**config.mk**
```make
export PLATFORM = sky130hd
export DESIGN_NAME = pbo_mul
export DESIGN_NICKNAME = d
export VERILOG_FILES = /design/src/design/pbo_pkg.sv /design/src/design/pbo_mul.sv
export SDC_FILE = /design/constraint.sdc
export NUM_CORES = 2
export LEC_CHECK = 0
export BUFFER_PORTS_ARGS = -buffer_cell sky130_fd_sc_hd__buf_4
export CAP_MARGIN = 20
export CORE_MARGIN = 2
export CORE_UTILIZATION = 60
export DETAILED_ROUTE_END_ITERATION = 10
export GPL_TIMING_DRIVEN = 1
export MAX_ROUTING_LAYER = met4
export PLACE_DENSITY_LB_ADDON = 0.25
export SETUP_SLACK_MARGIN = 0.05
export SKIP_LAST_GASP = 1
export SYNTH_ARGS = -nofsm -noshare
export SYNTH_HDL_FRONTEND = slang
export SYNTH_SLANG_ARGS = --single-unit
```
**constraint.sdc**
```tcl
create_clock -name clk_i -period 17.62 [get_ports clk_i]
set_input_delay 0.881 -clock clk_i [delete_from_list [all_inputs] [get_ports clk_i]]
set_output_delay 0.881 -clock clk_i [all_outputs]
set_load 0.05 [all_outputs]
```
**src/design/pbo_pkg.sv**
```systemverilog
// ----------------------------------------------------------------------------
// pbo_pkg
// Shared types and constants for the polyblep oscillator with lowpass:
// configuration record, register map, wave codes and multiplier request.
// ----------------------------------------------------------------------------
package pbo_pkg;

  localparam int MUL_W  = 34;
  localparam int PROD_W = 2 * MUL_W;
  localparam int ADDR_W = 5;
  localparam int DATA_W = 32;

  // register map, index = paddr / 4
  localparam logic [2:0] REG_PHASE_INC = 3'd0;
  localparam logic [2:0] REG_INV_INC   = 3'd1;
  localparam logic [2:0] REG_WAVE      = 3'd2;
  localparam logic [2:0] REG_POLE      = 3'd3;
  localparam logic [2:0] REG_VELOCITY  = 3'd4;
  localparam logic [2:0] REG_MIX       = 3'd5;
  localparam logic [2:0] REG_ENABLE    = 3'd6;

  // wave codes
  localparam logic [2:0] WAVE_OFF      = 3'd0;
  localparam logic [2:0] WAVE_SAW      = 3'd1;
  localparam logic [2:0] WAVE_SQUARE   = 3'd2;
  localparam logic [2:0] WAVE_TRIANGLE = 3'd3;
  localparam logic [2:0] WAVE_SINE     = 3'd4;

  typedef struct packed {
    logic [31:0] phase_inc;
    logic [31:0] inv_inc;
    logic [2:0]  wave;
    logic [15:0] pole;
    logic [15:0] velocity;
    logic [15:0] mix;
    logic        enable;
  } pbo_cfg_t;

  typedef struct packed {
    logic                    en;
    logic signed [MUL_W-1:0] a;
    logic signed [MUL_W-1:0] b;
  } pbo_mul_req_t;

endpackage

```
**src/design/pbo_mul.sv**
```systemverilog
// ----------------------------------------------------------------------------
// pbo_mul
// Shared signed multiplier with a registered product, loaded when requested.
// ----------------------------------------------------------------------------
module pbo_mul (
  input  logic                                 clk_i,
  input  pbo_pkg::pbo_mul_req_t                req_i,
  output logic signed [pbo_pkg::PROD_W-1:0]    prod_o
);
  import pbo_pkg::*;

  logic signed [PROD_W-1:0] prod_q;

  always_ff @(posedge clk_i) begin
    if (req_i.en) begin
      prod_q <= PROD_W'($signed(req_i.a)) * PROD_W'($signed(req_i.b));
    end
  end

  assign prod_o = prod_q;

endmodule

```
==> metrics.txt <==
# TYPE chip_impl_metric gauge
chip_impl_info{name="run_status",value="finished, final reports clean"} 1
chip_impl_metric{name="grt_pass1_vias",unit=""} 33700
chip_impl_metric{name="synthCells",unit=""} 4554
chip_impl_info{name="critPathSlowestCell",value="sky130_fd_sc_hd__fa_1"} 1
chip_impl_metric{name="cts_made_buffers",unit=""} 9
chip_impl_metric{name="number_of_storage_elements_in_the_synthesis_netlist",unit=""} 68
chip_impl_metric{name="grt_use_total",unit="%"} 33.7
chip_impl_metric{name="die_width",unit="um"} 274
chip_impl_metric{name="drv_cap",unit=""} 0
chip_impl_info{name="most-common-layout-cells",value="1241 x sky130_fd_sc_hd__fa_1, 1231 x sky130_fd_sc_hd__inv_1, 621 x sky130_fd_sc_hd__and2_1, 542 x sky130_fd_sc_hd__nand2_1, 204 x sky130_fd_sc_hd__ha_1"} 1
chip_impl_metric{name="max_slew_vio_count",unit=""} 0
chip_impl_metric{name="synthSimpleGateAreaFrac",unit="%"} 15.1
chip_impl_metric{name="drtAntennaViolNets",unit=""} 0
chip_impl_metric{name="synth-compound-area-share",unit="%"} 3.29
chip_impl_metric{name="ys_seq_area_share",unit="%"} 4.67
chip_impl_metric{name="layout-drive-gt1-share",unit="%"} 4.22
chip_impl_metric{name="synth_xor_area_share",unit="%"} 1.58
chip_impl_info{name="synth_flop_cell",value="sky130_fd_sc_hd__edfxtp_1"} 1
chip_impl_metric{name="placement.io_buffers",unit=""} 137
chip_impl_metric{name="fp-row-count",unit=""} 98
chip_impl_metric{name="post-dp-hpwl",unit="um"} 91300
chip_impl_metric{name="critical_path.max_fanout",unit=""} 34
chip_impl_metric{name="largest_register_ff_count",unit=""} 68
chip_impl_metric{name="timing_worst_slew_pin_value",unit="ns"} 1.06
chip_impl_metric{name="die_area",unit="um2"} 75000
chip_impl_metric{name="fin_crit_sh",unit="%"} 49.7
chip_impl_metric{name="antenna_violations_before_repair",unit=""} 1
chip_impl_metric{name="worstPathRequired",unit="ns"} 17.74
chip_impl_metric{name="grt_start_max_net_pins",unit=""} 69
chip_impl_metric{name="floorplan.initialDensity",unit="%"} 60.8
chip_impl_metric{name="post_drt_wl_per_cell",unit="um"} 21.0
chip_impl_metric{name="synth_warnings",unit=""} 0
chip_impl_metric{name="number_of_filler_instances_in_the_final_layout",unit=""} 6020
chip_impl_metric{name="setup_total_neg_slack",unit="ns"} 0
chip_impl_metric{name="globalRoute.totalOverflow",unit=""} 0
chip_impl_metric{name="cts_htree_levels",unit=""} 3
chip_impl_metric{name="wirelength",unit="um"} 114000
chip_impl_info{name="most_common_library_cell_in_the_layout_ignoring_fill_and_taps",value="sky130_fd_sc_hd__fa_1"} 1
chip_impl_metric{name="worst_slew_margin_rel",unit="%"} 28.8
chip_impl_metric{name="grt_first_pass_wirelength",unit="um"} 185000
chip_impl_metric{name="drtPass1Iterations",unit=""} 5
chip_impl_info{name="critPathKind",value="in -> reg"} 1
chip_impl_info{name="startpoint_type",value="primary input"} 1
chip_impl_metric{name="dr_total_vias",unit=""} 30300
chip_impl_metric{name="area_overhead_vs_synth",unit="%"} 3.84
chip_impl_info{name="cp-end-kind",value="flip-flop"} 1
chip_impl_metric{name="ys_types",unit=""} 69
chip_impl_metric{name="cts_resized",unit=""} 0
chip_impl_metric{name="maximum_root_to_sink_buffer_count",unit=""} 2
chip_impl_info{name="synth_top_family_by_area",value="adder cells"} 1
chip_impl_metric{name="synth-edff-count",unit=""} 68
chip_impl_metric{name="async_reset_ff_share",unit="%"} 0
chip_impl_info{name="tritoncts_clock_tree",value="built"} 1
chip_impl_metric{name="hold_violations",unit=""} 0
chip_impl_info{name="worst_path_most_repeated_cell",value="sky130_fd_sc_hd__fa_1"} 1
chip_impl_metric{name="synth.net_count",unit=""} 6069
chip_impl_metric{name="number_of_setup_violations_in_the_final_report",unit=""} 0
chip_impl_metric{name="io_pins",unit=""} 138
chip_impl_metric{name="syn-mean-instance-area",unit="um2"} 9.60
chip_impl_metric{name="dieHeight",unit="um"} 274
chip_impl_metric{name="cp_slowest_stage_delay",unit="ns"} 1.21
chip_impl_metric{name="path_clk_slew",unit="ns"} 0.07
chip_impl_metric{name="hold_bufs_at_cts",unit=""} 0
chip_impl_metric{name="drtIter0Drc",unit=""} 1879
chip_impl_info{name="crit_chain",value="buf_4 -> nand2_1 -> inv_1 -> fa_1 -> inv_1 -> fa_1 -> inv_1 -> fa_1 -> fa_1 -> fa_1 -> fa_1 -> fa_1 -> inv_1 -> fa_1 -> inv_1 -> ha_1 -> and2_1 -> nand2_1 -> o41ai_1 -> a31oi_4 -> o31ai_4 -> a221oi_2 -> xnor2_1"} 1
chip_impl_metric{name="synth_mux_area_share",unit="%"} 0
chip_impl_metric{name="fin_nets",unit=""} 5993
chip_impl_metric{name="postCtsSetupBuffers",unit=""} 0
chip_impl_metric{name="fmax",unit="MHz"} 114
chip_impl_info{name="min-delay-path-class",value="in -> reg"} 1
chip_impl_metric{name="routed_via_density",unit=""} 5.57
chip_impl_metric{name="yosys.area_share.adder",unit="%"} 62.7
chip_impl_metric{name="drc",unit=""} 0
chip_impl_metric{name="std_cell_core_area",unit="um2"} 71900
chip_impl_metric{name="gpl.final_weighted_congestion",unit=""} 0.933
chip_impl_metric{name="synth.cell_area",unit="um2"} 43700
chip_impl_metric{name="clock_sink_count",unit=""} 68
chip_impl_metric{name="worstPathArrival",unit="ns"} 8.88
chip_impl_metric{name="final_period_minus_worst_setup_slack",unit="ns"} 8.76
chip_impl_info{name="rsz0062_at_grt",value="no"} 1
chip_impl_info{name="clk_root_buffer_cell",value="sky130_fd_sc_hd__clkbuf_16"} 1
worst max-delay path: cells and delay by family:
family	cells	cell delay, ns
fa+ha+maj	9	5.08
compound gates	4	1.11
buf+inv	6	1.03
xor+xnor	1	0.14
simple gates	3	0.61
layer usage:
metal  share of wire, %  track usage (%)
met5                  0                -
met4                6.5             17.9
met3                6.1             4.32
met2                 51             56.0
met1                 36             40.3
path summary, 6_finish.rpt:
| kind | startpoint | end | cells past startpoint |
|---|---|---|---|
| worst min-delay path | req_i[0] | prod_o[0] | 2 |
| worst max-delay path | req_i[7] | prod_o[66] | 23 |
through the flow:
step	cells	hold slack, ns	setup WS (ns)	area (um2)	util (%)
2_1_floorplan	4554	0.993	9.11	43700	-
3_3_place_gp	5416	1.37	8.69	45000	62.7
3_5_place_dp	5417	1.37	8.48	45100	62.7
4_1_cts	5433	1.12	8.87	45400	63.2
5_1_grt	5434	1.14	8.42	45400	63.2
6_report	5435	1.14	8.86	45400	63.2
logic make-up after synthesis:
family          Yosys count
flops                    68
xor+xnor                 79
compound gates          206
fa+ha+maj              1445
buf+inv                1460
simple gates           1296
layout make-up:
cell class	count	area (um2)	area share (%)
antenna	2	5.00	0.0110
clock buffer	9	225	0.496
clock inverter	7	80.1	0.176
inverter	1232	4620	10.2
multi-input combinational	3026	36100	79.6
sequential	68	2040	4.50
tap	950	1190	2.62
timing repair buffer	141	1080	2.38
synthesized netlist by cell type (31+ instances only):
master	n	area, um2
sky130_fd_sc_hd__inv_1	1231	4620
sky130_fd_sc_hd__nand2_1	542	2030
sky130_fd_sc_hd__a21oi_1	61	305
sky130_fd_sc_hd__a21o_1	37	278
sky130_fd_sc_hd__ha_1	204	2550
sky130_fd_sc_hd__edfxtp_1	68	2040
sky130_fd_sc_hd__fa_1	1241	24800
sky130_fd_sc_hd__clkbuf_1	214	803
sky130_fd_sc_hd__xnor2_1	56	490
sky130_fd_sc_hd__o21ai_0	31	155
sky130_fd_sc_hd__nor2_1	54	203
sky130_fd_sc_hd__and2_1	621	3880
Power is left out: the tool's default activity adds up to more than one toggle a clock period on the data nets, which glitch-free logic cannot reach.
