--- src/design/pbo_pkg.sv ---
// ----------------------------------------------------------------------------
// pbo_pkg
// Shared types and constants for the polyblep oscillator with lowpass:
// configuration record, register map, wave codes and multiplier request.
// ----------------------------------------------------------------------------
package pbo_pkg;

  localparam int MUL_W  = 34;
  localparam int PROD_W = 2 * MUL_W;
  localparam int ADDR_W = 5;
  localparam int DATA_W = 32;

  // register map, index = paddr / 4
  localparam logic [2:0] REG_PHASE_INC = 3'd0;
  localparam logic [2:0] REG_INV_INC   = 3'd1;
  localparam logic [2:0] REG_WAVE      = 3'd2;
  localparam logic [2:0] REG_POLE      = 3'd3;
  localparam logic [2:0] REG_VELOCITY  = 3'd4;
  localparam logic [2:0] REG_MIX       = 3'd5;
  localparam logic [2:0] REG_ENABLE    = 3'd6;

  // wave codes
  localparam logic [2:0] WAVE_OFF      = 3'd0;
  localparam logic [2:0] WAVE_SAW      = 3'd1;
  localparam logic [2:0] WAVE_SQUARE   = 3'd2;
  localparam logic [2:0] WAVE_TRIANGLE = 3'd3;
  localparam logic [2:0] WAVE_SINE     = 3'd4;

  typedef struct packed {
    logic [31:0] phase_inc;
    logic [31:0] inv_inc;
    logic [2:0]  wave;
    logic [15:0] pole;
    logic [15:0] velocity;
    logic [15:0] mix;
    logic        enable;
  } pbo_cfg_t;

  typedef struct packed {
    logic                    en;
    logic signed [MUL_W-1:0] a;
    logic signed [MUL_W-1:0] b;
  } pbo_mul_req_t;

endpackage

--- src/design/pbo_regs.sv ---
// ----------------------------------------------------------------------------
// pbo_regs
// APB-style configuration registers: write on the access cycle, read back.
// ----------------------------------------------------------------------------
module pbo_regs (
  input  logic                         clk_i,
  input  logic                         rst_ni,
  input  logic                         psel,
  input  logic                         penable,
  input  logic                         pwrite,
  input  logic [pbo_pkg::ADDR_W-1:0]   paddr,
  input  logic [pbo_pkg::DATA_W-1:0]   pwdata,
  output logic [pbo_pkg::DATA_W-1:0]   prdata,
  output logic                         pready,
  output pbo_pkg::pbo_cfg_t            cfg_o
);
  import pbo_pkg::*;

  pbo_cfg_t   cfg_q;
  logic [2:0] idx;
  logic       wr_en;

  assign idx    = paddr[ADDR_W-1:2];
  assign pready = 1'b1;
  assign wr_en  = psel && penable && pwrite && pready;

  always_ff @(posedge clk_i or negedge rst_ni) begin
    if (!rst_ni) begin
      cfg_q <= '0;
    end else if (wr_en) begin
      unique case (idx)
        REG_PHASE_INC: cfg_q.phase_inc <= pwdata;
        REG_INV_INC:   cfg_q.inv_inc   <= pwdata;
        REG_WAVE:      cfg_q.wave      <= pwdata[2:0];
        REG_POLE:      cfg_q.pole      <= pwdata[15:0];
        REG_VELOCITY:  cfg_q.velocity  <= pwdata[15:0];
        REG_MIX:       cfg_q.mix       <= pwdata[15:0];
        REG_ENABLE:    cfg_q.enable    <= pwdata[0];
        default: ;
      endcase
    end
  end

  always_comb begin
    unique case (idx)
      REG_PHASE_INC: prdata = cfg_q.phase_inc;
      REG_INV_INC:   prdata = cfg_q.inv_inc;
      REG_WAVE:      prdata = DATA_W'(cfg_q.wave);
      REG_POLE:      prdata = DATA_W'(cfg_q.pole);
      REG_VELOCITY:  prdata = DATA_W'(cfg_q.velocity);
      REG_MIX:       prdata = DATA_W'(cfg_q.mix);
      REG_ENABLE:    prdata = DATA_W'(cfg_q.enable);
      default:       prdata = '0;
    endcase
  end

  assign cfg_o = cfg_q;

endmodule

--- config.mk ---
export PLATFORM = sky130hd
export DESIGN_NAME = pbo_regs
export DESIGN_NICKNAME = d
export VERILOG_FILES = /design/src/design/pbo_pkg.sv /design/src/design/pbo_regs.sv
export SDC_FILE = /design/constraint.sdc
export NUM_CORES = 1
export LEC_CHECK = 0
export BUFFER_PORTS_ARGS = -buffer_cell sky130_fd_sc_hd__buf_2
export CAP_MARGIN = 10
export CORE_ASPECT_RATIO = 0.5
export CORE_MARGIN = 8
export CORE_UTILIZATION = 45
export CTS_CLUSTER_DIAMETER = 100
export DETAILED_ROUTE_END_ITERATION = 10
export PLACE_DENSITY = 0.77
export SLEW_MARGIN = 20
export SYNTH_ARGS = -nofsm -noshare
export SYNTH_HDL_FRONTEND = slang
export SYNTH_SLANG_ARGS = --single-unit
--- constraint.sdc ---
create_clock -name clk_i -period 2.87 [get_ports clk_i]
set_input_delay 0 -clock clk_i [delete_from_list [all_inputs] [get_ports clk_i]]
set_output_delay 0 -clock clk_i [all_outputs]
set_load 0.01 [all_outputs]
==> impl_results.md, run 1 <==
* Io pins at 191
* Die Ht at 94.1 µm
* Setup ws final at 1050 ps
* Non-filler cells, final at 789
* Share of cells above drive strength 1 at 51.7%
* GRT overflow at 0
* DP Worst Slack at 781 ps
* CP Capture Type: output pin
* DRT antenna net count at 0
* Fin crit share at 63.4%
* RSZ-0062 raised after global routing: false
* Final GP Congestion at 0.745
* Ys async rst share at 100%
* Synth warn at 0
* Maxcap violations at 0
* Port Buffers at 187
* # resized after CTS at 0
* Clk slew on worst S/H paths at 50 ps
* DR vias/cell at 5.09
* Syn_area_per_cell at 14.1 µm²
* Grt met3 use at 3.77%
* Sw Ratio at 28.2%
* R2r endpoint: cfg_o[28]
* Setup Viol. Count Final at 0
* Worst Tran Pin Value at 835 ps
* Worst min-delay path class: input port to register
* Clk network pwr share at 38.4%
* Synth top cells by count: 116 x dfrtp_1, 58 x mux2_2, 48 x mux2i_1, 30 x mux2_4, 28 x mux2_1
* Logic pwr share at 22.7%
* Max H-tree Level at 4
* WP data arrival at 1820 ps
* Die area at 0.0162 mm²
* CP cell instances: buf_2 -> buf_4 -> mux4_2 -> inv_1 -> o22ai_1 -> buf_2
* Core Util, Final at 63.5%
* LEAKAGE at 0.00402 µW
* Crit-path most repeated cell: buf_2
* Seq/Total Area, Yosys at 52.9%
* Seq pwr share at 38.9%
* Power density over the cells at 758 mW/mm²
* Gr busiest metal: met2
* Max clock buf depth at 2
* Sw power at 1610 µW
* Count leader, synth: dfrtp_1
* Synth area leaders: dfrtp_1 53%, mux2_2 12%, mux2i_1 8.8%, mux2_4 8.2%, mux2_1 5.7%
* Fin. max-slew vios at 0
* M2 GR Usage at 33.0%
* Post-Place Cells at 723
* R2R depth at 1
* Share of the synthesized area in the top cell type at 52.9%
* Sink Count at 116
* Syn nets at 431
* Max Clk Rate at 550 MHz
* Startpoint types: input port
* Overall routed net length at 15.0 mm
* Worst Setup EP: prdata[2]
* Seq cells post-synth at 116
* CTS Root Cell: clkbuf_16
* Clk Latency, worst-skew pair at 390 ps
* CTS tree: done
* Final Hold Viols at 0
* Hold buffers post-CTS at 33
* FF-to-FF Start: cfg_o[28]
* Largest net degree at the start of global routing at 65
* Worst path slowest cell: mux4_2
* Crit Path Class: input port to output pin
* EDFF count, synth at 0
* Initial Utilization at 46.4%
* First-pass DRT Iterations at 4
* Met1 GRT Util at 22.9%
* Total Neg Setup Slack at 0 ps
* Pwr Total at 5700 µW
* Post-route minimum period at 1820 ps
* Slowest Stage Delay on Critical Path at 560 ps
* Die width at 172 µm
* Outcome: complete, no violations
* Routed vias at 4016
* Vias in the first global route at 4374
* Cell-internal power at 4090 µW
* Slew margin rel. at 44.3%
* Maximum vdd drop at 0.000463 V
* Required @ worst endpoint at 2870 ps
* Syn Inst Count at 389
* Max reg flops at 116
* Postcts setup bufs at 0
* Drt drc at 0
* CP startpoint: paddr[2]
* Num rows at 28
* Area grow syn2layout at 36.9%
* Post-synthesis cell area at 0.00549 mm²
* Worst clock skew at 0 ps
* CP Max Fanout at 38
* Aggregate global-route resource usage at 18.7%
* Leading area contributor after synthesis: dfrtp_1
* Flop2flop setup slack at 2060 ps
* Nets@finish at 652
* Most common flop cell mapped by yosys: dfrtp_1
* Starting DRT DRC Count at 138
* Initial antenna violation count at 0
* Final HPWL DP at 10.1 mm
* DR WL/cell at 19.0 µm
* CTS Buf Count at 17
* Core ar. at 0.0118 mm²
* Unique masters post-synth at 32
* Global-route wire length before repair at 23.9 mm
[worst min-delay path by stage]
| stage | from | to | slack [ps] | cells after the start |
|---|---|---|---|---|
| after floorplan | rst_ni | cfg_o[0] | -300 | 0 |
| after global placement | rst_ni | cfg_o[111] | 150 | 1 |
| after detailed placement | rst_ni | cfg_o[111] | 160 | 1 |
| after CTS | paddr[3] | cfg_o[18] | 50 | 3 |
| after global routing | paddr[3] | cfg_o[18] | 60 | 3 |
| final | paddr[3] | cfg_o[18] | 70 | 3 |
[cells by family after synthesis]
group	Yosys count	synth area share [%]
mux	165	35.0
flops	116	52.9
simple gates	46	4.29
compound gates	32	4.65
buf+inv	29	3.10
other cells	1	0.0683
[per-layer routing]
layer  part of all wire (%)  wire (µm)  vias to the layer above
met5                      0          0                        -
met4                   0.87        131                        0
met3                    4.2        635                       10
met2                     51       7720                       82
met1                     44       6550                     2057
li1                       -          -                     1867
[cells in the final DEF (no fill, tap or decap), types with 2 or more instances in the layout]
| cell | netlist | routed |
|---|---|---|
| clkinvlp_4 | 0 | 3 |
| buf_4 | 7 | 10 |
| clkinv_4 | 0 | 3 |
| o221ai_1 | 2 | 2 |
| o2bb2ai_1 | 13 | 13 |
| mux2_4 | 30 | 30 |
| bufinv_16 | 0 | 4 |
| dfrtp_1 | 116 | 116 |
| mux2_1 | 28 | 28 |
| clkinv_2 | 0 | 3 |
| nor2_2 | 2 | 2 |
| clkbuf_16 | 0 | 17 |
| dlygate4sd3_1 | 0 | 33 |
| nor2_1 | 19 | 18 |
| mux2i_1 | 48 | 48 |
| nand2b_1 | 3 | 3 |
| mux2_2 | 58 | 58 |
| buf_2 | 10 | 186 |
| a21o_1 | 13 | 13 |
| nor3_1 | 13 | 13 |
| clkbuf_1 | 6 | 2 |
[through the flow]
stage / hold WS [ps] / cell area (µm²)
floorplan: -296 / 5490
global placement: 155 / 6560
detailed placement: 165 / 6560
CTS: 48.9 / 7510
global route: 62.3 / 7510
finish: 67.2 / 7510
[power groups by stage]
stage	clock, µW	combinational [µW]	sequential [µW]
3_3_place_gp	0	1250	2220
5_1_grt	2300	1400	2260
2_1_floorplan	0	551	2350
3_5_place_dp	0	1280	2240
4_1_cts	2220	1320	2210
6_report	2190	1290	2210
[critical path: cells and delay by family]
kind | cells | cell delay (ps)
compound gates | 1 | 60
buf+inv | 4 | 1190
mux | 1 | 560
[layout make-up]
| type | instances | area, µm² |
|---|---|---|
| fillers | 951 | 4330 |
| well taps | 165 | 206 |
| inverters | 1 | 3.75 |
| clock buffers | 19 | 433 |
| repair buffers | 230 | 1360 |
| diodes | 1 | 2.50 |
| multi-input cells | 244 | 2420 |
| flip-flops and latches | 116 | 2900 |
| clock inverters | 13 | 184 |
No activity file was read; power rests on OpenSTA's default activity.
==> run 2, diff against run 1 <==
--- a/config.mk
+++ b/config.mk
@@ -5,6 +5,7 @@
 export SDC_FILE = /design/constraint.sdc
 export NUM_CORES = 1
 export LEC_CHECK = 0
+export ABC_AREA = 1
 export BUFFER_PORTS_ARGS = -buffer_cell sky130_fd_sc_hd__buf_2
 export CAP_MARGIN = 10
 export CORE_ASPECT_RATIO = 0.5
@@ -12,7 +13,7 @@
 export CORE_UTILIZATION = 45
 export CTS_CLUSTER_DIAMETER = 100
 export DETAILED_ROUTE_END_ITERATION = 10
-export PLACE_DENSITY = 0.77
+export PLACE_DENSITY = 0.79
 export SLEW_MARGIN = 20
 export SYNTH_ARGS = -nofsm -noshare
 export SYNTH_HDL_FRONTEND = slang
==> constraint.sdc (replaced) <==
create_clock -name clk_i -period 1.52 [get_ports clk_i]
set_input_delay 0 -clock clk_i [delete_from_list [all_inputs] [get_ports clk_i]]
set_output_delay 0 -clock clk_i [all_outputs]
set_load 0.01 [all_outputs]
==> impl_results.md, run 2 <==
* Hold Crit Start: pwrite
* Final GP Congestion at 0.921
* Core ar. at 0.0125 mm²
* Syn Inst Count at 732
* Clk slew on worst S/H paths at 60 ps
* Commonest non-fill, non-tap cell in the layout: nand2_1
* Total Neg Setup Slack at 0 ps
* Die Ht at 95.6 µm
* Share of the synthesized area in the top cell type at 50.9%
* Crit Path Class: register to output pin
* First-pass DRT Iterations at 5
* Drt drc at 0
* Worst clock skew at 0 ps
* Largest net degree at the start of global routing at 56
* GRT overflow at 0
* Max H-tree Level at 4
* Startpoint types: register
* Aggregate global-route resource usage at 23.2%
* Final HPWL DP at 13.1 mm
* EDFF count, synth at 0
* CP Capture Type: output pin
* Worst path slowest cell: dfrtp_1
* Most frequent cells in the layout: 277 x nand2_1, 186 x buf_2, 116 x dfrtp_1
* Fin. max-slew vios at 0
* Most common flop cell mapped by yosys: dfrtp_1
* Ys async rst share at 100%
* Sw power at 3320 µW
* Power density over the cells at 1370 mW/mm²
* Vias in the first global route at 5942
* Pwr Total at 10600 µW
* CTS tree: done
* Clk network pwr share at 37.9%
* Cell-internal power at 7240 µW
* Port Buffers at 187
* Syn nets at 774
* Post-synthesis cell area at 0.00570 mm²
* Max Clk Rate at 686 MHz
* Global-route wire length before repair at 30.8 mm
* Postcts setup bufs at 0
* Starting DRT DRC Count at 576
* Synth warn at 0
* Setup Viol. Count Final at 0
* WL met3 at 1.63 mm
* RSZ-0062 raised after global routing: false
* Overall routed net length at 19.5 mm
* Seq cells post-synth at 116
* Maximum vdd drop at 0.000661 V
* Fin crit share at 95.9%
* Count leader, synth: nand2_1
* Routed vias at 6095
* Outcome: complete, no violations
* CP startpoint: cfg_o[45]
* Flop2flop setup slack at 770 ps
* Seq/Total Area, Yosys at 50.9%
* Final Hold Viols at 0
* FF-to-FF Start: cfg_o[34]
* Worst min-delay path class: input port to register
* DR vias/cell at 5.40
* Syn_area_per_cell at 7.79 µm²
* Register area at 0.00290 mm²
* Num rows at 29
* Max reg flops at 116
* Maxcap violations at 0
* Crit-path most repeated cell: nand2_1
* Nets@finish at 988
* Top delay family on crit path: simple AND/OR/NAND/NOR gates
* Fill cell count at 1036
* DR WL/cell at 17.2 µm
* Unique masters post-synth at 23
* Met1 WL at 8.14 mm
* Synth top cells by count: 277 x nand2_1, 116 x dfrtp_1, 89 x o21ai_0, 65 x nand3_1, 50 x inv_1
* Initial antenna violation count at 1
* LEAKAGE at 0.00430 µW
* Worst path buffer plus inverter count at 1
* CTS Buf Count at 17
* Required @ worst endpoint at 1520 ps
* Sw Ratio at 31.4%
* Initial Utilization at 45.6%
* Logic pwr share at 22.3%
* Clk Latency, worst-skew pair at 410 ps
* Area grow syn2layout at 35.5%
* Max clock buf depth at 2
* Die area at 0.0168 mm²
* Seq pwr share at 39.8%
* CTS Root Cell: clkbuf_16
* Io pins at 191
* Slowest Stage Delay on Critical Path at 400 ps
* Leading area contributor after synthesis: dfrtp_1
* Share of cells above drive strength 1 at 27.6%
* WP data arrival at 1460 ps
* CP cell instances: nand4_1 -> nand2_1 -> nor2_1 -> nand2_1 -> buf_2
* Met2 WL at 9.17 mm
* Die width at 175 µm
* Synth area leaders: dfrtp_1 51%, nand2_1 18%, o21ai_0 7.8%, nand3_1 5.7%, inv_1 3.3%
* CP Max Fanout at 3
* Sink Count at 116
* Highest Signal Layer: met4
* DRT antenna net count at 0
* Area of the multi-input gates at 0.00232 mm²
* Post-route minimum period at 1460 ps
## run 2: what timing repair did
action,in CTS,in global routing
hold endpoints to repair,232,0
resized for setup,0,0
hold buffers,33,0
## run 2: tightest hold or removal path, cell delays in order
cell and delay (ps):
buf_2 110, inv_1 60, nor2_2 90, nand3_1 90
o21ai_0 70
## run 2: stage by stage
step / setup slack (ps) / utilization [%] / hold WS (ps) / instances / instance area [µm²]
floorplan: 563 / - / -296 / 732 / 5700
global placement: 197 / 54.3 / -16.0 / 1064 / 6800
detailed placement: 185 / 54.3 / -11.3 / 1064 / 6800
CTS: 103 / 61.7 / 35.3 / 1128 / 7730
global route: 22.1 / 61.8 / 88.6 / 1129 / 7730
finish: 62.3 / 61.8 / 52.2 / 1129 / 7730
## run 2: worst paths after layout
check / end / cells after the start
worst min register to register: cfg_o[62] / 2
worst max-delay path: prdata[12] / 5
worst max register to register: cfg_o[34] / 2
min in group asynchronous: cfg_o[74] / 2
worst min-delay path: cfg_o[0] / 5
max in group asynchronous: cfg_o[90] / 3
## run 2: kinds of logic (layout without fill, tap and decap cells)
group,after synthesis,after routing,synth area share [%]
other,1,2,0.0657
AOI/OAI and AO/OA,103,103,9.43
and+or+nand+nor,410,410,31.0
buffers and inverters,102,328,8.60
DFF,116,116,50.9
## run 2: metal layers
metal	track usage [%]	up-vias
met5	0	-
met4	11.8	0
met3	5.14	50
met2	37.5	339
met1	29.4	2920
li1	-	2786
## run 2: layout make-up
type	instances	share of cell area, %
Antenna cell	1	0.0324
Clock buffer	23	6.44
Clock inverter	8	1.28
Inverter	53	2.57
Multi-Input combinational cell	514	30.0
Sequential cell	116	37.5
Tap cell	170	2.75
Timing Repair Buffer	244	19.4
## run 2: power by group through the flow
stage | registers (µW) | logic, µW | clock network, µW
final | 4200 | 2360 | 4000
after global routing | 4260 | 2610 | 4180
after CTS | 4180 | 2380 | 4030
after detailed placement | 4210 | 2310 | 0
after global placement | 4210 | 2230 | 0
after floorplan | 4430 | 833 | 0
==> run 3, diff against run 2 <==
--- a/config.mk
+++ b/config.mk
@@ -14,6 +14,7 @@
 export CTS_CLUSTER_DIAMETER = 100
 export DETAILED_ROUTE_END_ITERATION = 10
 export PLACE_DENSITY = 0.79
+export SETUP_SLACK_MARGIN = 0.2
 export SLEW_MARGIN = 20
 export SYNTH_ARGS = -nofsm -noshare
 export SYNTH_HDL_FRONTEND = slang
==> constraint.sdc (replaced) <==
create_clock -name clk_i -period 1.52 [get_ports clk_i]
set_input_delay 0 -clock clk_i [delete_from_list [all_inputs] [get_ports clk_i]]
set_output_delay 0 -clock clk_i [all_outputs]
set_load 0.02 [all_outputs]
==> impl_results.md, run 3 (synthesized netlist as in run 2, its figures left out) <==
* Outcome: complete, no violations
* WP data arrival at 1390 ps
* Fin. max-slew vios at 0
* CP Capture Type: output pin
* Max clock buf depth at 2
* FF-to-FF Start: cfg_o[43]
* Final GP Congestion at 0.912
* CP startpoint: cfg_o[46]
* LEAKAGE at 0.00449 µW
* Final Hold Viols at 0
* Final HPWL DP at 13.0 mm
* Commonest non-fill, non-tap cell in the layout: nand2_1
* Max reg flops at 116
* Initial Utilization at 45.6%
* Starting DRT DRC Count at 592
* GRT overflow at 0
* Post-route minimum period at 1390 ps
* Drt drc at 0
* CP Max Fanout at 3
* Required @ worst endpoint at 1520 ps
* Met2 WL at 9.84 mm
* Port Buffers at 187
* Maximum vdd drop at 0.000759 V
* Worst path slowest cell: dfrtp_1
* Core ar. at 0.0125 mm²
* Total Neg Setup Slack at 0 ps
* Antenna Cells at 0
* Aggregate global-route resource usage at 23.4%
* Highest Signal Layer: met4
* Clk Latency, worst-skew pair at 410 ps
* Fill cell count at 973
* Hold Crit Start: pwrite
* Global-route wire length before repair at 31.1 mm
* Overall routed net length at 20.3 mm
* Crit Path Class: register to output pin
* Max Clk Rate at 722 MHz
* Area grow syn2layout at 42.9%
* Initial antenna violation count at 0
* Die width at 175 µm
* RSZ-0062 raised after global routing: true
* Power density over the cells at 1450 mW/mm²
* Slowest Stage Delay on Critical Path at 400 ps
* DR vias/cell at 5.35
* Io pins at 191
* CTS Buf Count at 17
* Worst clock skew at 0 ps
* Sink Count at 116
* Die area at 0.0168 mm²
* Crit-path most repeated cell: nand2_1
* Top delay family on crit path: simple AND/OR/NAND/NOR gates
* Vias in the first global route at 5992
* Largest net degree at the start of global routing at 85
* Max H-tree Level at 4
* DRT antenna net count at 0
* Most frequent cells in the layout: 272 x nand2_1, 172 x buf_2, 116 x dfrtp_1
* CP cell instances: nand4_1 -> nand2_1 -> nor2_1 -> nand2_1 -> buf_6
* First-pass DRT Iterations at 5
* Routed vias at 6214
* Num rows at 29
* CTS Root Cell: clkbuf_16
* WL met3 at 1.91 mm
* Clk slew on worst S/H paths at 60 ps
* Hold_ws at 50.7 ps
* Setup Viol. Count Final at 0
* Met1 WL at 8.02 mm
* Share of cells above drive strength 1 at 31.9%
* Startpoint types: register
* CTS tree: done
* DR WL/cell at 17.5 µm
* Worst path buffer plus inverter count at 1
* Flop2flop setup slack at 610 ps
* Worst min-delay path class: input port to register
* Die Ht at 95.6 µm
* Fin crit share at 91.1%
* Nets@finish at 1021
* Maxcap violations at 0
==> run 3: cell count changes in the layout (fill, tap and decap cells not counted), moves of 4 or more <==
| cell | change |
|---|---|
| nand2_2 | +5 |
| nor2_2 | +5 |
| inv_1 | -4 |
| nor2_1 | -7 |
| clkbuf_8 | -4 |
| nand2_1 | -5 |
| buf_4 | +34 |
| buf_6 | +13 |
| buf_2 | -14 |
==> run 3: report_power, final <==
part	switching, µW	internal, µW	leakage (µW)
sequential	474	3710	0.00146
clock	1530	2800	0.000299
combinational	2120	1180	0.00273
total	4120	7690	0.00449
==> run 3: cell type report <==
class	count	area [µm²]	area share [%]
inverter	53	201	2.47
tap	170	213	2.61
clock inverter	14	203	2.49
sequential	116	2900	35.6
timing repair buffer	277	1830	22.5
multi-input combinational	514	2360	29.0
clock buffer	18	439	5.39
==> run 3: tightest hold or removal path, cell delays in order <==
cell and delay (ps):
buf_2 110, inv_1 60, nor2_2 80, nand3_1 90, o21ai_0 80
==> run 3: final timing paths <==
check	endpoint	cells past startpoint
setup / recovery	prdata[13]	5
hold / removal	cfg_o[0]	5
min in group asynchronous	cfg_o[85]	3
max in group asynchronous	cfg_o[5]	3
hold reg to reg	cfg_o[61]	2
setup reg to reg	cfg_o[43]	4
==> run 3: per-stage QoR <==
stage               setup slack, ps  total power, µW  area, µm²  utilization, %  std cells
floorplan                       487             5810       5700               -        732
global placement                268             7000       6820            54.5       1066
detailed placement              235             7070       6820            54.5       1066
CTS                             119            11600       7900            63.1       1139
global route                   39.7            12300       8150            65.1       1162
finish                          135            11800       8150            65.1       1162
==> run 3: metal layers <==
layer / GRT usage, % / vias to the layer above
li1: - / 2846
met1: 28.8 / 2916
met2: 39.2 / 387
met3: 6.09 / 65
met4: 9.67 / 0
met5: 0 / -
==> run 3: what timing repair did <==
action,CTS,global route
gates resized for setup,16,32
endpoints found under the hold margin,232,0
pin swaps,13,30
endpoints found under the setup margin,6,18
hold buffers,33,0
buffers inserted,8,23
