### src/design/pbo_pkg.sv
// ----------------------------------------------------------------------------
// pbo_pkg
// Shared types and constants for the polyblep oscillator with lowpass:
// configuration record, register map, wave codes and multiplier request.
// ----------------------------------------------------------------------------
package pbo_pkg;

  localparam int MUL_W  = 34;
  localparam int PROD_W = 2 * MUL_W;
  localparam int ADDR_W = 5;
  localparam int DATA_W = 32;

  // register map, index = paddr / 4
  localparam logic [2:0] REG_PHASE_INC = 3'd0;
  localparam logic [2:0] REG_INV_INC   = 3'd1;
  localparam logic [2:0] REG_WAVE      = 3'd2;
  localparam logic [2:0] REG_POLE      = 3'd3;
  localparam logic [2:0] REG_VELOCITY  = 3'd4;
  localparam logic [2:0] REG_MIX       = 3'd5;
  localparam logic [2:0] REG_ENABLE    = 3'd6;

  // wave codes
  localparam logic [2:0] WAVE_OFF      = 3'd0;
  localparam logic [2:0] WAVE_SAW      = 3'd1;
  localparam logic [2:0] WAVE_SQUARE   = 3'd2;
  localparam logic [2:0] WAVE_TRIANGLE = 3'd3;
  localparam logic [2:0] WAVE_SINE     = 3'd4;

  typedef struct packed {
    logic [31:0] phase_inc;
    logic [31:0] inv_inc;
    logic [2:0]  wave;
    logic [15:0] pole;
    logic [15:0] velocity;
    logic [15:0] mix;
    logic        enable;
  } pbo_cfg_t;

  typedef struct packed {
    logic                    en;
    logic signed [MUL_W-1:0] a;
    logic signed [MUL_W-1:0] b;
  } pbo_mul_req_t;

endpackage

### src/design/pbo_core.sv
// ----------------------------------------------------------------------------
// pbo_core
// Sequencer and datapath: waveform with BLEP corrections, sine polynomial,
// one-pole lowpass, gain and saturating mix; products use the shared multiplier.
// ----------------------------------------------------------------------------
module pbo_core #(
  parameter int SAMPLE_BITS     = 24,
  parameter int PHASE_BITS      = 32,
  parameter int SINE_TABLE_BITS = 10
) (
  input  logic                                clk_i,
  input  logic                                rst_ni,
  input  pbo_pkg::pbo_cfg_t                   cfg_i,
  input  logic                                in_valid_i,
  output logic                                in_ready_o,
  input  logic signed [SAMPLE_BITS-1:0]       in_left_i,
  input  logic signed [SAMPLE_BITS-1:0]       in_right_i,
  input  logic                                in_end_i,
  output logic                                out_valid_o,
  input  logic                                out_ready_i,
  output logic signed [SAMPLE_BITS-1:0]       out_left_o,
  output logic signed [SAMPLE_BITS-1:0]       out_right_o,
  output logic                                out_end_o,
  output pbo_pkg::pbo_mul_req_t               mul_req_o,
  input  logic signed [pbo_pkg::PROD_W-1:0]   mul_prod_i
);
  import pbo_pkg::*;

  localparam int ACC_W  = 36;
  localparam int OSC_W  = 34;
  localparam int OscShr = (SAMPLE_BITS <= 31) ? 31 - SAMPLE_BITS : 0;
  localparam int OscShl = (SAMPLE_BITS > 31) ? 1 : 0;

  localparam logic [30:0] One31 = 31'h4000_0000;
  localparam logic signed [OSC_W-1:0] OneOsc = OSC_W'(34'sh0_4000_0000);
  localparam logic signed [OSC_W-1:0] ThreeOsc = OSC_W'(34'sh0_C000_0000);
  localparam logic signed [ACC_W-1:0] OneAcc = ACC_W'(36'sh0_4000_0000);
  localparam logic signed [ACC_W-1:0] SMax =
    {{(ACC_W-SAMPLE_BITS+1){1'b0}}, {(SAMPLE_BITS-1){1'b1}}};
  localparam logic signed [ACC_W-1:0] SMin = ~SMax;
  localparam logic signed [PROD_W-1:0] RoundQ30 = {{(PROD_W-30){1'b0}}, {30{1'b1}}};
  localparam logic signed [31:0] SineCoef [6] = '{
    32'sd1686629713, -32'sd693598668, 32'sd85569306,
    -32'sd5026995, 32'sd172272, -32'sd3864
  };

  typedef enum logic [4:0] {
    ST_IDLE, ST_BLEP_MUL, ST_BLEP_DIFF, ST_BLEP_SQ, ST_BLEP_ACC,
    ST_SIN_X2M, ST_SIN_X2, ST_SIN_MUL, ST_SIN_ACC, ST_SIN_FMUL, ST_SIN_FIN,
    ST_SHAPE, ST_LP_DIFF, ST_LP_MUL, ST_LP_ADD, ST_VEL_MUL, ST_VEL_SH,
    ST_MIX_MUL, ST_MIX_SH, ST_SUM, ST_DONE
  } state_e;

  function automatic logic signed [ACC_W-1:0] q30_trunc(
    input logic signed [PROD_W-1:0] v
  );
    logic signed [PROD_W-1:0] adj;
    adj = v + (v[PROD_W-1] ? RoundQ30 : '0);
    return ACC_W'(adj >>> 30);
  endfunction

  function automatic logic signed [SAMPLE_BITS-1:0] sat_sample(
    input logic signed [ACC_W-1:0] v
  );
    logic signed [ACC_W-1:0] c;
    c = (v > SMax) ? SMax : ((v < SMin) ? SMin : v);
    return SAMPLE_BITS'(c);
  endfunction

  state_e                        state_q, state_d;
  logic [PHASE_BITS-1:0]         phase_q, phase_d;
  logic signed [SAMPLE_BITS-1:0] z_q, z_d;
  logic signed [SAMPLE_BITS-1:0] left_q, left_d, right_q, right_d;
  logic                          end_q, end_d;
  logic [31:0]                   t_q, t_d;
  logic                          sub_q, sub_d, second_q, second_d, low_q, low_d;
  logic [30:0]                   d_q, d_d, x2_q, x2_d;
  logic signed [ACC_W-1:0]       acc_q, acc_d;
  logic signed [OSC_W-1:0]       osc_q, osc_d;
  logic signed [SAMPLE_BITS-1:0] xs_q, xs_d;
  logic [2:0]                    k_q, k_d;
  logic                          out_valid_q, out_valid_d;
  logic signed [SAMPLE_BITS-1:0] out_left_q, out_left_d, out_right_q, out_right_d;
  logic                          out_end_q, out_end_d;

  logic [31:0]                   p_top;
  logic [PHASE_BITS-1:0]         inc_ext;

  if (PHASE_BITS >= 32) begin : g_phase_wide
    assign p_top   = phase_q[PHASE_BITS-1 -: 32];
    assign inc_ext = PHASE_BITS'(cfg_i.phase_inc) << (PHASE_BITS - 32);
  end else begin : g_phase_narrow
    assign p_top   = {phase_q, {(32-PHASE_BITS){1'b0}}};
    assign inc_ext = cfg_i.phase_inc[31 -: PHASE_BITS];
  end

  logic                             active;
  logic                             in_fire;
  logic                             out_free;
  logic [SINE_TABLE_BITS-1:0]       sin_idx;
  logic [30:0]                      sin_raw;
  logic [30:0]                      sin_x;
  logic                             blep_low;
  logic                             blep_high;
  logic [PROD_W-19:0]               blep_u;
  logic signed [OSC_W-1:0]          blep_sq;
  logic signed [ACC_W-1:0]          prod_q30;
  logic signed [ACC_W-1:0]          sin_clamp;
  logic signed [OSC_W:0]            osc_scaled;

  assign active   = cfg_i.enable && (cfg_i.wave != WAVE_OFF) && (cfg_i.mix != 16'd0);
  assign in_fire  = in_valid_i && (state_q == ST_IDLE);
  assign out_free = !out_valid_q || out_ready_i;

  assign sin_idx = p_top[31 -: SINE_TABLE_BITS];
  assign sin_raw = 31'(sin_idx[SINE_TABLE_BITS-3:0]) << (32 - SINE_TABLE_BITS);
  assign sin_x   = sin_idx[SINE_TABLE_BITS-2] ? (One31 - sin_raw) : sin_raw;

  assign blep_low  = t_q < cfg_i.phase_inc;
  assign blep_high = ({1'b0, t_q} + {1'b0, cfg_i.phase_inc}) > 33'h1_0000_0000;
  assign blep_u    = mul_prod_i[PROD_W-1:18];
  assign blep_sq   = $signed(OSC_W'(mul_prod_i[PROD_W-1:30]));
  assign prod_q30  = q30_trunc(mul_prod_i);
  assign sin_clamp = prod_q30[ACC_W-1] ? '0 : ((prod_q30 > OneAcc) ? OneAcc : prod_q30);
  assign osc_scaled = ((OSC_W+1)'(osc_q) <<< OscShl) >>> OscShr;

  // multiplier operand select
  always_comb begin
    mul_req_o = '0;
    unique case (state_q)
      ST_BLEP_MUL: begin
        mul_req_o.en = blep_low || blep_high;
        mul_req_o.a  = blep_low ? $signed(MUL_W'(t_q))
                                : $signed(MUL_W'(33'h1_0000_0000 - {1'b0, t_q}));
        mul_req_o.b  = $signed(MUL_W'(cfg_i.inv_inc));
      end
      ST_BLEP_SQ, ST_SIN_X2M: begin
        mul_req_o.en = 1'b1;
        mul_req_o.a  = $signed(MUL_W'(d_q));
        mul_req_o.b  = $signed(MUL_W'(d_q));
      end
      ST_SIN_MUL: begin
        mul_req_o.en = 1'b1;
        mul_req_o.a  = $signed(acc_q[MUL_W-1:0]);
        mul_req_o.b  = $signed(MUL_W'(x2_q));
      end
      ST_SIN_FMUL: begin
        mul_req_o.en = 1'b1;
        mul_req_o.a  = $signed(acc_q[MUL_W-1:0]);
        mul_req_o.b  = $signed(MUL_W'(d_q));
      end
      ST_LP_MUL: begin
        mul_req_o.en = 1'b1;
        mul_req_o.a  = $signed(acc_q[MUL_W-1:0]);
        mul_req_o.b  = $signed(MUL_W'(cfg_i.pole));
      end
      ST_VEL_MUL: begin
        mul_req_o.en = 1'b1;
        mul_req_o.a  = MUL_W'(z_q);
        mul_req_o.b  = $signed(MUL_W'(cfg_i.velocity));
      end
      ST_MIX_MUL: begin
        mul_req_o.en = 1'b1;
        mul_req_o.a  = $signed(acc_q[MUL_W-1:0]);
        mul_req_o.b  = $signed(MUL_W'(cfg_i.mix));
      end
      default: ;
    endcase
  end

  always_comb begin
    state_d     = state_q;
    phase_d     = phase_q;
    z_d         = z_q;
    left_d      = left_q;
    right_d     = right_q;
    end_d       = end_q;
    t_d         = t_q;
    sub_d       = sub_q;
    second_d    = second_q;
    low_d       = low_q;
    d_d         = d_q;
    x2_d        = x2_q;
    acc_d       = acc_q;
    osc_d       = osc_q;
    xs_d        = xs_q;
    k_d         = k_q;
    out_valid_d = out_valid_q && !out_ready_i;
    out_left_d  = out_left_q;
    out_right_d = out_right_q;
    out_end_d   = out_end_q;

    unique case (state_q)
      ST_IDLE: begin
        if (in_fire) begin
          left_d  = in_left_i;
          right_d = in_right_i;
          end_d   = in_end_i;
          if (active) begin
            phase_d  = phase_q + inc_ext;
            t_d      = p_top;
            d_d      = sin_x;
            acc_d    = ACC_W'(SineCoef[5]);
            k_d      = 3'd4;
            sub_d    = (cfg_i.wave == WAVE_SAW);
            second_d = (cfg_i.wave == WAVE_SQUARE);
            unique case (cfg_i.wave)
              WAVE_SAW: begin
                osc_d   = $signed(OSC_W'(p_top >> 1)) - OneOsc;
                state_d = ST_BLEP_MUL;
              end
              WAVE_SQUARE: begin
                osc_d   = p_top[31] ? -OneOsc : OneOsc;
                state_d = ST_BLEP_MUL;
              end
              WAVE_TRIANGLE: begin
                osc_d   = p_top[31] ? (ThreeOsc - $signed(OSC_W'(p_top)))
                                    : ($signed(OSC_W'(p_top)) - OneOsc);
                state_d = ST_SHAPE;
              end
              WAVE_SINE: begin
                osc_d   = '0;
                state_d = ST_SIN_X2M;
              end
              default: begin
                osc_d   = '0;
                state_d = ST_SHAPE;
              end
            endcase
          end else begin
            state_d = ST_DONE;
          end
        end
      end
      ST_BLEP_MUL: begin
        low_d = blep_low;
        if (blep_low || blep_high) begin
          state_d = ST_BLEP_DIFF;
        end else if (second_q) begin
          t_d      = t_q ^ 32'h8000_0000;
          second_d = 1'b0;
          sub_d    = 1'b1;
        end else begin
          state_d = ST_SHAPE;
        end
      end
      ST_BLEP_DIFF: begin
        d_d     = (blep_u >= (PROD_W-18)'(One31)) ? '0 : (One31 - blep_u[30:0]);
        state_d = ST_BLEP_SQ;
      end
      ST_BLEP_SQ: begin
        state_d = ST_BLEP_ACC;
      end
      ST_BLEP_ACC: begin
        osc_d = (low_q ^ sub_q) ? (osc_q - blep_sq) : (osc_q + blep_sq);
        if (second_q) begin
          t_d      = t_q ^ 32'h8000_0000;
          second_d = 1'b0;
          sub_d    = 1'b1;
          state_d  = ST_BLEP_MUL;
        end else begin
          state_d = ST_SHAPE;
        end
      end
      ST_SIN_X2M: begin
        state_d = ST_SIN_X2;
      end
      ST_SIN_X2: begin
        x2_d    = prod_q30[30:0];
        state_d = ST_SIN_MUL;
      end
      ST_SIN_MUL: begin
        state_d = ST_SIN_ACC;
      end
      ST_SIN_ACC: begin
        acc_d = ACC_W'(SineCoef[k_q]) + prod_q30;
        if (k_q == 3'd0) begin
          state_d = ST_SIN_FMUL;
        end else begin
          k_d     = k_q - 3'd1;
          state_d = ST_SIN_MUL;
        end
      end
      ST_SIN_FMUL: begin
        state_d = ST_SIN_FIN;
      end
      ST_SIN_FIN: begin
        osc_d   = t_q[31] ? -OSC_W'(sin_clamp) : OSC_W'(sin_clamp);
        state_d = ST_SHAPE;
      end
      ST_SHAPE: begin
        xs_d    = sat_sample(ACC_W'(osc_scaled));
        state_d = ST_LP_DIFF;
      end
      ST_LP_DIFF: begin
        acc_d   = ACC_W'(z_q) - ACC_W'(xs_q);
        state_d = ST_LP_MUL;
      end
      ST_LP_MUL: begin
        state_d = ST_LP_ADD;
      end
      ST_LP_ADD: begin
        z_d     = SAMPLE_BITS'(ACC_W'(xs_q) + ACC_W'(mul_prod_i >>> 16));
        state_d = ST_VEL_MUL;
      end
      ST_VEL_MUL: begin
        state_d = ST_VEL_SH;
      end
      ST_VEL_SH: begin
        acc_d   = ACC_W'(mul_prod_i >>> 15);
        state_d = ST_MIX_MUL;
      end
      ST_MIX_MUL: begin
        state_d = ST_MIX_SH;
      end
      ST_MIX_SH: begin
        acc_d   = ACC_W'(mul_prod_i >>> 15);
        state_d = ST_SUM;
      end
      ST_SUM: begin
        left_d  = sat_sample(ACC_W'(left_q) + acc_q);
        right_d = sat_sample(ACC_W'(right_q) + acc_q);
        state_d = ST_DONE;
      end
      ST_DONE: begin
        if (out_free) begin
          out_valid_d = 1'b1;
          out_left_d  = left_q;
          out_right_d = right_q;
          out_end_d   = end_q;
          state_d     = ST_IDLE;
        end
      end
      default: state_d = ST_IDLE;
    endcase
  end

  always_ff @(posedge clk_i or negedge rst_ni) begin
    if (!rst_ni) begin
      state_q     <= ST_IDLE;
      phase_q     <= '0;
      z_q         <= '0;
      left_q      <= '0;
      right_q     <= '0;
      end_q       <= 1'b0;
      t_q         <= '0;
      sub_q       <= 1'b0;
      second_q    <= 1'b0;
      low_q       <= 1'b0;
      d_q         <= '0;
      x2_q        <= '0;
      acc_q       <= '0;
      osc_q       <= '0;
      xs_q        <= '0;
      k_q         <= '0;
      out_valid_q <= 1'b0;
      out_left_q  <= '0;
      out_right_q <= '0;
      out_end_q   <= 1'b0;
    end else begin
      state_q     <= state_d;
      phase_q     <= phase_d;
      z_q         <= z_d;
      left_q      <= left_d;
      right_q     <= right_d;
      end_q       <= end_d;
      t_q         <= t_d;
      sub_q       <= sub_d;
      second_q    <= second_d;
      low_q       <= low_d;
      d_q         <= d_d;
      x2_q        <= x2_d;
      acc_q       <= acc_d;
      osc_q       <= osc_d;
      xs_q        <= xs_d;
      k_q         <= k_d;
      out_valid_q <= out_valid_d;
      out_left_q  <= out_left_d;
      out_right_q <= out_right_d;
      out_end_q   <= out_end_d;
    end
  end

  assign in_ready_o  = (state_q == ST_IDLE);
  assign out_valid_o = out_valid_q;
  assign out_left_o  = out_left_q;
  assign out_right_o = out_right_q;
  assign out_end_o   = out_end_q;

endmodule

### config.mk
export PLATFORM = sky130hd
export DESIGN_NAME = pbo_core
export DESIGN_NICKNAME = d
export VERILOG_FILES = /design/src/design/pbo_pkg.sv /design/src/design/pbo_core.sv
export SDC_FILE = /design/constraint.sdc
export NUM_CORES = 2
export LEC_CHECK = 0
export ABC_CLOCK_PERIOD_IN_PS = 8750
export BUFFER_PORTS_ARGS = -buffer_cell sky130_fd_sc_hd__buf_2
export CAP_MARGIN = 30
export CORE_ASPECT_RATIO = 1.1
export CORE_UTILIZATION = 45
export DETAILED_ROUTE_END_ITERATION = 8
export PLACE_DENSITY = 0.62
export SYNTH_ARGS = -nofsm -noshare
export SYNTH_HDL_FRONTEND = slang
export SYNTH_SLANG_ARGS = --single-unit
### constraint.sdc
create_clock -name clk_i -period 8.75 [get_ports clk_i]
set_input_delay 0.4375 -clock clk_i [delete_from_list [all_inputs] [get_ports clk_i]]
set_output_delay 0.4375 -clock clk_i [all_outputs]
set_load 0.01 [all_outputs]
==> results.md <==
* GRT busiest layer: met2
* Cell mode on critical path: o21ai_0
* Crit Path Max Fanout at 31
* GPL Wtd Cong at 1.028
* Starting Density at 45.56%
* Port buffer count at 354
* Worst skew pair latency at 0.62 ns
* Worst EP arrival at 7.87 ns
* Wire length per cell at 26.54 µm
* Buffers and inverters on the worst path at 2
* Synthesized instance count at 4341
* WP data required at 9.23 ns
* Post-DRT Antenna Nets at 0
* Yosys reg bits at 354
* Netlist Area Pre-Place at 34690 µm²
* Core Footprint at 76130 µm²
* Die Footprint at 78200 µm²
* RSZ-0062 raised after global routing: no
* CP max stage delay at 0.80 ns
* Chip width at 266.7 µm
* Outcome: finished, violations left
* CTS tree: done
* Remaining DRCs at 3
* Fmax at 0.1353 GHz
* Htree depth at 2
* Post-synth EDFFs at 0
* Most used DFF post-synth: dfrtp_1
* Hold Path Sink: right_q[16]
* Hold Startpoint: in_right_i[16]
* Critical Path Sink Type: flop
* Clock Skews at 0.03144 ns
* Final count of pins violating max slew at 0
* Pleak at 17.89 nW
* Clock Path Buffers at 3
* Post-route setup TNS at 0 ns
* Post_cts resized at 0
* Layout Nets at 5168
* Row cnt at 106
* Synth cell types at 93
* Critical path class: in -> reg
* Ys async rst share at 100.0%
* First-pass GRT wire length at 219400 µm
* Worst Max-Slew Pin Slew at 1.321 ns
* Hold_ws at 0.03976 ns
* Crit-path cells: buf_2 > ha_1 > a21oi_1 > a21boi_0 > nor4_1 > a311o_1 > nand2_1 > xnor2_1 > ha_1 > fa_1 > a21oi_1 > o21ai_0 > a2111oi_0 > o21ai_0 > a2111oi_0 > buf_4 > o211ai_1 > a31o_2 > a41o_1 > o21ai_0 > nor2b_1 > xnor2_1 > a221oi_1 > nor2_1
* Hold Path Depth at 3
* Initial DRC Count at 3963
* Setup-failing EPs final at 0
* Worst vdd ir at 0.0002223 V
* Worst setup SP type: primary input
* Pwr dens at 458.0 nW/µm²
* # Post-CTS Setup Buffers at 0
* R2R Path Start: k_q[0]
* Via count at 35.85k
* Cts hold-fix bufs at 2
* WL final at 150700 µm
* Worst Hold Class: in -> reg
* CP max stage cell: a2111oi_0
* GRT Util Overall at 37.67%
* Violated checks: design-rule violations
* Via density at 6.316
* Root Buffer Master: clkbuf_16
* Worst Reg2Reg Path Length in Cells at 19
* CTS clk-pin slew, worst paths at 0.06 ns
* Reg2Reg Setup Slack at 2.88 ns
* Iteration count of the initial detailed-routing pass at 9
* CP delay by family, top: compound AO/OA/AOI/OAI gates
* Final worst-path cycle share at 84.48%
* Num CTS Buffers at 46
* Max-cap violation count at 0
* Total power at 18.02 mW
* Post-layout minimum cycle time at 7.392 ns
* Met3 Track Usage GR at 7.216%
* Sequential share of the synthesized area at 25.54%
* Vias in the first global route at 33.42k
* Area delta synth->final at 13.44%
* # IOs at 357
* Layout cells sized above 1 at 14.10%
* Synth warnings at 0
* Die height at 293.2 µm
* Crit Reg-Reg Endpoint: acc_q[32]
* Final Hold Fails at 0
* Global routing met1 resource utilization at 47.80%
* Mean Syn Cell Area at 7.991 µm²
* GRT overflow at 0
* Relative slew slack at 11.95%
* Final HPWL DP at 120000 µm
* Largest net degree at the start of global routing at 148
* Initial antenna violation count at 15
* Global Route met2 Usage at 60.09%
* Clock Sinks at 354
report_power, final:
part / switching (mW) / internal [mW] / total (mW)
Combinational: 7.09 / 4.97 / 12.1
Clock: 0.844 / 1.37 / 2.21
Sequential: 1.37 / 2.38 / 3.75
through the flow:
stage / setup WS, ns / util [%] / cells / instance area [µm²]
floorplan: 2.928 / - / 4342 / 34690
global placement: 1.171 / 49.20 / 5570 / 37460
detailed placement: 1.029 / 49.29 / 5574 / 37520
CTS: 1.596 / 51.60 / 5662 / 39290
global route: 0.8627 / 51.67 / 5671 / 39340
finish: 1.358 / 51.69 / 5676 / 39350
worst max-delay path by stage:
stage / slack (ns) / end / from / depth (start not counted)
after CTS: 1.60 / acc_q[32] / mul_prod_i[67] / 24
after global placement: 1.17 / acc_q[35] / mul_prod_i[67] / 23
final: 1.36 / acc_q[32] / mul_prod_i[67] / 24
after detailed placement: 1.03 / acc_q[32] / mul_prod_i[67] / 24
after global routing: 0.86 / acc_q[32] / mul_prod_i[67] / 24
after floorplan: 2.93 / acc_q[32] / mul_prod_i[29] / 23
sequential cells by signal, indices dropped and copies added (netlist names), 31 cells and up:
name,cells
osc_q,34
acc_q,36
d_q,31
t_q,32
p_top,32
x2_q,31
area by class of cell:
class / instances / area [µm²]
multi-input cells: 3574 / 24320
clock buffers: 59 / 1280
inverters: 205 / 769.5
clock inverters: 27 / 461.7
diodes: 12 / 30.03
fillers: 7627 / 36780
flip-flops and latches: 354 / 8859
repair buffers: 419 / 2344
well taps: 1026 / 1284
placed cells by master, fill, tap and decap left out, drive strengths merged, types with 42 or more instances in the layout:
master and count:
nand2 474, buf 416, o21ai 369, dfrtp 354
ha 323, nor2 316, a21oi 313, xnor2 229
inv 205, xor2 140, nor3 107, nand3 99
a21o 91, mux2 76, a22oi 68, a222oi 61
clkbuf 60, nand2b 54, o31ai 47, o22ai 46
or3 44, nand4 44, nor4 43, o21a 42
worst reg2reg max path, cell delays in order (launching register included):
cell and delay [ns]:
dfrtp_1 0.73, inv_1 0.22, ha_1 0.41, nor2_1 0.07, ha_1 0.23, fa_1 0.41
a21oi_1 0.17, o21ai_0 0.17, a2111oi_0 0.80, o21ai_0 0.30, a2111oi_0 0.45, buf_4 0.21
o211ai_1 0.12, a31o_2 0.29, a41o_1 0.25, o21ai_0 0.29, nor2b_1 0.26, xnor2_1 0.09
a221oi_1 0.24, nor2_1 0.06
synth_stat cells, types with 27 or more instances:
cell | count | area (µm²)
nand2_1 | 474 | 1779
o211ai_1 | 33 | 247.7
nor2b_1 | 37 | 231.5
or3_1 | 44 | 275.3
o21a_1 | 42 | 315.3
a222oi_1 | 61 | 610.6
nor2_1 | 315 | 1182
a211oi_1 | 38 | 285.3
o31ai_1 | 47 | 352.8
o22ai_1 | 46 | 287.8
xnor2_1 | 228 | 1997
clkbuf_1 | 189 | 709.4
or4_1 | 27 | 202.7
nor3_1 | 106 | 530.5
and2_1 | 35 | 219.0
inv_1 | 202 | 758.2
dfrtp_1 | 354 | 8859
o21ai_0 | 364 | 1822
mux2_2 | 76 | 855.8
a31oi_1 | 36 | 225.2
ha_1 | 323 | 4041
and3_1 | 30 | 187.7
a22oi_1 | 68 | 510.5
or2_2 | 28 | 175.2
xor2_1 | 140 | 1226
a21o_1 | 90 | 675.7
o21bai_1 | 33 | 247.7
a21oi_1 | 300 | 1501
nand2b_1 | 54 | 337.8
nand3_1 | 99 | 495.5
nand4_1 | 43 | 269.0
nor4_1 | 43 | 269.0
a221oi_1 | 38 | 332.8
layer usage:
layer  vias up  wire length, µm
li1      16540                -
met2      1626            68150
met3       372            13080
met4         4             9191
met5         -               26
met1     17310            60200
logic make-up (layout without fill, tap and decap cells):
logic type	after synthesis	after routing	share of synthesized area (%)
and+or+nand+nor	1383	1383	18.94
xor gates and xnor gates	369	369	9.339
other	1	14	0.01081
buffers and inverters	414	710	4.592
muxes	89	89	2.842
adders and majority gates	331	331	12.11
DFF	354	354	25.54
AOI/OAI and AO/OA	1400	1400	26.63
Power figures use the tool's default switching activity.
